### src/rtl/fpvm_pkg.sv
// Shared types, constants and helper functions of the voice mixer.
package fpvm_pkg;

  localparam int unsigned SineDepth = 256;
  localparam int unsigned RateW     = 18;
  localparam int unsigned LenW      = 20;
  localparam int unsigned IncNumW   = 48;
  localparam int unsigned EnvNumW   = 35;
  localparam int unsigned StepsW    = LenW + 1;

  localparam logic [31:0] LcgMul = 32'd1664525;
  localparam logic [31:0] LcgAdd = 32'd1013904223;
  localparam logic [RateW-1:0] RateReset = 18'd48000;
  localparam logic [14:0] Q15Max = 15'h7fff;

  localparam logic [15:0] SineQuarter [65] = '{
    16'd0,     16'd804,   16'd1608,  16'd2410,  16'd3212,  16'd4011,  16'd4808,  16'd5602,
    16'd6393,  16'd7179,  16'd7962,  16'd8739,  16'd9512,  16'd10278, 16'd11039, 16'd11793,
    16'd12539, 16'd13279, 16'd14010, 16'd14732, 16'd15446, 16'd16151, 16'd16846, 16'd17530,
    16'd18204, 16'd18868, 16'd19519, 16'd20159, 16'd20787, 16'd21403, 16'd22005, 16'd22594,
    16'd23170, 16'd23731, 16'd24279, 16'd24811, 16'd25329, 16'd25832, 16'd26319, 16'd26790,
    16'd27245, 16'd27683, 16'd28105, 16'd28510, 16'd28898, 16'd29268, 16'd29621, 16'd29956,
    16'd30273, 16'd30571, 16'd30852, 16'd31113, 16'd31356, 16'd31580, 16'd31785, 16'd31971,
    16'd32137, 16'd32285, 16'd32412, 16'd32521, 16'd32609, 16'd32678, 16'd32728, 16'd32757,
    16'd32767
  };

  typedef enum logic [1:0] {
    WaveSine   = 2'd0,
    WaveSquare = 2'd1,
    WaveNoise  = 2'd2
  } wave_e;

  typedef enum logic [1:0] {
    EnvRel = 2'd0,
    EnvAtt = 2'd1,
    EnvDec = 2'd2,
    EnvSus = 2'd3
  } env_mode_e;

  typedef struct packed {
    logic [1:0]        wave_kind;
    logic [15:0]       freq_hz;
    logic signed [15:0] pan_position;
    logic signed [15:0] voice_gain;
    logic [LenW-1:0]   attack_len;
    logic [LenW-1:0]   decay_len;
    logic [14:0]       sustain_level;
    logic [LenW-1:0]   release_len;
    logic [LenW-1:0]   voice_length;
    logic [LenW-1:0]   sample_offset;
    logic [31:0]       noise_seed;
    logic              last_of_frame;
  } voice_t;

  typedef struct packed {
    logic load;
    logic prep;
    logic start;
    logic phase;
    logic osc;
    logic mul1;
    logic mul2;
    logic mull;
    logic mulr;
    logic emit;
  } fpvm_cmd_t;

  typedef struct packed {
    logic active;
    logic last;
    logic units_done;
    logic out_free;
  } fpvm_sts_t;

  // Full-wave sine from the mirrored quarter table.
  function automatic logic signed [16:0] sine_lookup(input logic [7:0] idx);
    logic [6:0]  h;
    logic [6:0]  k;
    logic [16:0] v;
    h = idx[6:0];
    k = (h <= 7'd64) ? h : 7'(8'd128 - {1'b0, h});
    v = {1'b0, SineQuarter[k]};
    return idx[7] ? -$signed(v) : $signed(v);
  endfunction

  // Q15 product, rounded toward minus infinity (arithmetic shift).
  function automatic logic signed [16:0] q15_trunc(input logic signed [33:0] p);
    return p[31:15];
  endfunction

  function automatic logic signed [15:0] clamp16(input logic signed [31:0] acc);
    if (acc > 32'sd32767) return 16'sd32767;
    if (acc < -32'sd32768) return -16'sd32768;
    return acc[15:0];
  endfunction

endpackage

### src/rtl/fpvm_ctrl.sv
// Controller that sequences one voice item through the datapath.
module fpvm_ctrl (
  input  logic                clk_i,
  input  logic                rst_ni,
  input  logic                in_valid_i,
  output logic                in_ready_o,
  input  fpvm_pkg::fpvm_sts_t sts_i,
  output fpvm_pkg::fpvm_cmd_t cmd_o
);

  localparam logic [3:0] StIdle  = 4'd0;
  localparam logic [3:0] StPrep  = 4'd1;
  localparam logic [3:0] StStart = 4'd2;
  localparam logic [3:0] StWait  = 4'd3;
  localparam logic [3:0] StPhase = 4'd4;
  localparam logic [3:0] StOsc   = 4'd5;
  localparam logic [3:0] StMul1  = 4'd6;
  localparam logic [3:0] StMul2  = 4'd7;
  localparam logic [3:0] StMulL  = 4'd8;
  localparam logic [3:0] StMulR  = 4'd9;
  localparam logic [3:0] StFin   = 4'd10;

  logic [3:0] state_q, state_d;

  always_comb begin
    state_d = state_q;
    cmd_o   = '0;
    case (state_q)
      StIdle: begin
        cmd_o.load = in_valid_i;
        if (in_valid_i) state_d = StPrep;
      end
      StPrep: begin
        cmd_o.prep = 1'b1;
        state_d    = sts_i.active ? StStart : StFin;
      end
      StStart: begin
        cmd_o.start = 1'b1;
        state_d     = StWait;
      end
      StWait:  if (sts_i.units_done) state_d = StPhase;
      StPhase: begin cmd_o.phase = 1'b1; state_d = StOsc;  end
      StOsc:   begin cmd_o.osc   = 1'b1; state_d = StMul1; end
      StMul1:  begin cmd_o.mul1  = 1'b1; state_d = StMul2; end
      StMul2:  begin cmd_o.mul2  = 1'b1; state_d = StMulL; end
      StMulL:  begin cmd_o.mull  = 1'b1; state_d = StMulR; end
      StMulR:  begin cmd_o.mulr  = 1'b1; state_d = StFin;  end
      StFin: begin
        // for a frame's last item, hold until the output register can take the frame
        if (!sts_i.last) begin
          state_d = StIdle;
        end else if (sts_i.out_free) begin
          cmd_o.emit = 1'b1;
          state_d    = StIdle;
        end
      end
      default: state_d = StIdle;
    endcase
  end

  always_ff @(posedge clk_i or negedge rst_ni) begin
    if (!rst_ni) state_q <= StIdle;
    else         state_q <= state_d;
  end

  assign in_ready_o = (state_q == StIdle);

  a_emit_ok: assert property (@(posedge clk_i) disable iff (!rst_ni)
    cmd_o.emit |-> sts_i.last && sts_i.out_free)
    else $error("frame emitted without last item or free output");

  a_load_prep: assert property (@(posedge clk_i) disable iff (!rst_ni)
    cmd_o.load |=> state_q == StPrep)
    else $error("accepted transaction not followed by prep");

  a_wait_exit: assert property (@(posedge clk_i) disable iff (!rst_ni)
    (state_q == StWait && sts_i.units_done) |=> state_q == StPhase)
    else $error("units done but phase step skipped");

  a_start_busy: assert property (@(posedge clk_i) disable iff (!rst_ni)
    cmd_o.start |=> !sts_i.units_done)
    else $error("arithmetic units not busy after start");

endmodule
### config.mk
export PLATFORM = sky130hd
export DESIGN_NAME = fpvm_ctrl
export DESIGN_NICKNAME = d
export VERILOG_FILES = /design/src/rtl/fpvm_pkg.sv /design/src/rtl/fpvm_ctrl.sv
export SDC_FILE = /design/constraint.sdc
export NUM_CORES = 1
export LEC_CHECK = 0
export BUFFER_PORTS_ARGS = -buffer_cell sky130_fd_sc_hd__buf_4
export CELL_PAD_IN_SITES_DETAIL_PLACEMENT = 0
export CELL_PAD_IN_SITES_GLOBAL_PLACEMENT = 1
export CORE_AREA = 10 10 48 50
export DETAILED_ROUTE_END_ITERATION = 8
export DIE_AREA = 0 0 58 60
export PLACE_DENSITY_LB_ADDON = 0.25
export SETUP_SLACK_MARGIN = 0.02
export SYNTH_ARGS = -nofsm -noshare
export SYNTH_HDL_FRONTEND = slang
export SYNTH_SLANG_ARGS = --single-unit
### constraint.sdc
create_clock -name clk_i -period 0.95 [get_ports clk_i]
set_input_delay 0.19 -clock clk_i [delete_from_list [all_inputs] [get_ports clk_i]]
set_output_delay 0.19 -clock clk_i [all_outputs]
set_load 0.02 [all_outputs]
Word level (Yosys, flattened, before mapping)

Cells that the tools add are included.

Register bits: 4
Logic and storage cells: 34

Equal/unequal tests: 13
Multiplexer cells: 18
Reductions and logical operators: 2

Operators with widths:

| cell                 | count |
|---|---|
| $pmux W4 S11         | 1 |
| $mux W4              | 5 |
| $eq A4 B3 Y1 const B | 4 |
| $eq A4 B4 Y1 const B | 3 |
| $mux W1              | 12 |
| $eq A4 B2 Y1 const B | 2 |
| $eq A4 B1 Y1 const B | 1 |
| $logic_not A4 Y1     | 1 |
| $ne A2 B2 Y1 const B | 2 |
| $ne A3 B3 Y1 const B | 1 |
| $reduce_and A3 Y1    | 1 |

Logic depth before layout (Yosys ltp)

Depth after elaboration: 3
Depth in mapped cells: 4

Least setup slack after synthesis

Ideal clock, no wire load.

Path type: register -> output
Start point: register state_q[1]
End point: output port cmd_o[9] (netlist name)
Arrival: 1.352 ns
Required time: 0.760 ns
Setup slack: -0.592 ns
Stages on the path, launching flop included: 4
Path through: dfrtp_1 -> buf_6 -> nor4_2 -> and2_1

RTL lines:

| element                  | line            | text |
|---|---|---|
| start: declaration       | fpvm_ctrl.sv:23 | `logic [3:0] state_q, state_d;` |
| start signal: assignment | fpvm_ctrl.sv:62 | `if (!rst_ni) state_q <= StIdle;` |
| start signal: assignment | fpvm_ctrl.sv:63 | `else state_q <= state_d;` |
| end: declaration         | fpvm_ctrl.sv:8  | `output fpvm_pkg::fpvm_cmd_t cmd_o` |

==> out/metrics.csv <==
stage,metric,value,unit
outcome,status,"complete, but fails checks",
outcome,failing checks,setup timing,
synthesis,Yosys Warn Count,0,
detailed_routing,routed vias/inst,4.74,
job,max cap viols,0,
placement,Buffers on Ports,17,
synthesis,"flops & latches, synth",4,
power_and_ir_drop,PD cells,3490,nW/um2
cts,"CTS clk-pin slew, worst paths",0.04,ns
cts,insertion delay of the later-clocked pin in the worst-skew pair,0.24,ns
critical_path,Startpoint Class,register,
synthesis,Mean Syn Cell Area,7.62,um2
power_and_ir_drop,Gate power share,0.792,
critical_path,Arrival @ worst endpoint,1.27,ns
cts,H-tree depth,1,
global_routing,total grt overflow,0,
sta,final hold violations,0,
cells_and_area,max reg flops,4,
detailed_routing,via count,450,
sta,worst-margin pin slew,0.296,ns
critical_path,Worst EP required,0.76,ns
sta,fin worst setup slack,-0.507,ns
die,core area,1440,um2
detailed_routing,DR WL/cell,14.9,um
cts,Longest Clk Path Bufs,2,
power_and_ir_drop,P_leak,0.371,nW
die,die area,3480,um2
global_routing,vias in the first global route,496,
sta,hold slack,0.285,ns
detailed_routing,Pre-antenna DRT Iters,4,
min_path,Hold WC Path Type,in2async,
sta,Final min period,1.46,ns
cts,CTS Root Cell,clkbuf_4,
sta,period utilisation layout,1.53,
placement,Post-DP HPWL,905,um
synthesis,sequential area share after synthesis,0.305,
critical_path,Setup CP Type,reg2out,
sta,Slew Limit Fails,0,
die,I/O Pins,18,
sta,Slew HR,0.803,
die,cell row count,14,
sta,clock skew,0.00296,ns
global_routing,maximum number of pins on one net before global-route repair,7,
cells_and_area,area grow syn2layout,162,%
synthesis,Yosys cell types,17,
cells_and_area,share of cells above drive strength 1,0.823,
cells_and_area,Top Registers,state_q (4),
cts,CTS buffer count,3,
die,die width,58,um
cells_and_area,Top reg by flops,state_q,
detailed_routing,final WL,1410,um
detailed_routing,Iteration-0 DRC Markers,6,
sta,RSZ-0062 raised after global routing,yes,
synthesis,syn nets,50,
synthesis,Cells after Synth,43,
placement,dpl cell area,599,um2
power_and_ir_drop,clock power share,0.071,
global_routing,first-pass GRT wire length,2170,um
critical_path,crit end category,primary output,
critical_path,CP Max Fanout,6,
cts,CTS sink cnt,4,
power_and_ir_drop,Switching Fraction,0.455,
cells_and_area,fin nets,88,
synthesis,Mapped Area,328,um2
cells_and_area,cell area after layout,858,um2
power_and_ir_drop,Worst VDD drop,1.82,mV
cells_and_area,fill count,125,
cells_and_area,Antenna Cells,0,
detailed_routing,DRT antenna net count,0,
power_and_ir_drop,Power Internal,0.00164,W
die,Starting Density,0.228,
sta,Setup Viol. Count Final,15,
sta,FMAX,0.686,GHz
global_routing,antenna violations before repair,0,
cts,CTS tree,done,
power_and_ir_drop,total power,0.00300,W
die,die height,60,um
global_routing,GRT Overall Usage,0.0787,
placement,Placer Congestion,0.746,
detailed_routing,drt drc,0,
power_and_ir_drop,Reg power frac,0.137,
power_and_ir_drop,NetSw,0.00136,W
-- layer usage --
metal | GRT usage | wire length (um) | vias to the layer above
met3 | 0.0275 | 108 | 0
met5 | 0 | 0 | -
met4 | 0.0503 | 0 | 0
met1 | 0.0869 | 589 | 210
li1 | - | - | 224
met2 | 0.126 | 716 | 16
-- final timing paths --
kind | start | slack (ns) | endpoint | cells after the start
max | state_q[0] | -0.51 | cmd_o[6] | 4
min | rst_ni | 0.28 | state_q[3] | 2
max reg2reg | state_q[2] | -0.34 | state_q[3] | 6
min reg2reg | state_q[0] | 0.67 | state_q[3] | 2
max in group asynchronous | rst_ni | 0.55 | state_q[0] | 2
min in group clk_i | sts_i[3] | 0.30 | state_q[3] | 4
-- critical path, stage by stage, from the launching register on --
cell and delay [ns]:
dfrtp_2 0.45, buf_4 0.15, buf_6 0.12, nor3_4 0.17
buf_6 0.14
-- placed cells by master (no fill, tap or decap), drive strengths merged --
cell type and count:
a21oi 2, a2bb2oi 1, and2 1, and3b 1
buf 36, clkbuf 3, dfrtp 4, dlygate4sd3 1
nand2 3, nand2b 5, nand4b 1, nor2 5
nor3 7, nor4 1, o21a 2, o21ai 5
o21bai 1
-- synthesized netlist by cell type --
master | instances | share of area
nand4b_1 | 1 | 0.027
nand2b_1 | 5 | 0.095
o21ai_1 | 5 | 0.076
buf_2 | 2 | 0.031
and2_1 | 1 | 0.019
o21a_1 | 2 | 0.046
and3b_1 | 1 | 0.027
buf_4 | 1 | 0.023
a2bb2oi_1 | 1 | 0.027
o21bai_1 | 1 | 0.023
a21oi_1 | 2 | 0.031
dfrtp_1 | 4 | 0.31
nor2_1 | 5 | 0.057
nor4_2 | 1 | 0.038
nand2_1 | 3 | 0.034
nor3_1 | 7 | 0.11
buf_6 | 1 | 0.034
-- kinds of logic after synthesis --
logic type	count (synthesis)	synth area share
and+or+nand+nor	24	0.405
DFF	4	0.305
buffers and inverters	4	0.0878
AOI/OAI and AO/OA	11	0.202
-- power by group through the flow --
stage	clock network [W]	logic [W]	registers (W)
floorplan	0	0.00105	0.000328
global placement	0	0.00153	0.000393
detailed placement	0	0.00151	0.000396
CTS	0.000222	0.00191	0.000408
global route	0.000234	0.00252	0.000424
finish	0.000212	0.00238	0.000412
-- timing repair --
| action | 4_1_cts | 5_1_grt |
|---|---|---|
| endpoints found under the hold margin | 4 | 0 |
| cloned | 0 | 0 |
| resized for setup | 24 | 16 |
| hold buffers | 1 | 0 |
| buffers inserted | 5 | 5 |
| setup endpoints to repair | 15 | 15 |
| pin swaps | 6 | 9 |
-- layout make-up --
cell class,instances,area [um2],share of cell area
flip-flops and latches,4,105,0.122
multi-input cells,35,370,0.431
repair buffers,37,340,0.397
well taps,16,20.0,0.0233
clock buffers,3,22.5,0.0262
-- through the flow --
stage | cells | setup WS (ns) | TNS, ns | util
after floorplan | 43 | -0.361 | -2.93 | -
after global placement | 82 | -0.349 | -3.90 | 0.417
after detailed placement | 82 | -0.337 | -3.95 | 0.417
after CTS | 91 | -0.528 | -5.79 | 0.524
after global routing | 95 | -0.564 | -6.78 | 0.598
final | 95 | -0.507 | -6.04 | 0.598
Power figures use the tool's default switching activity.
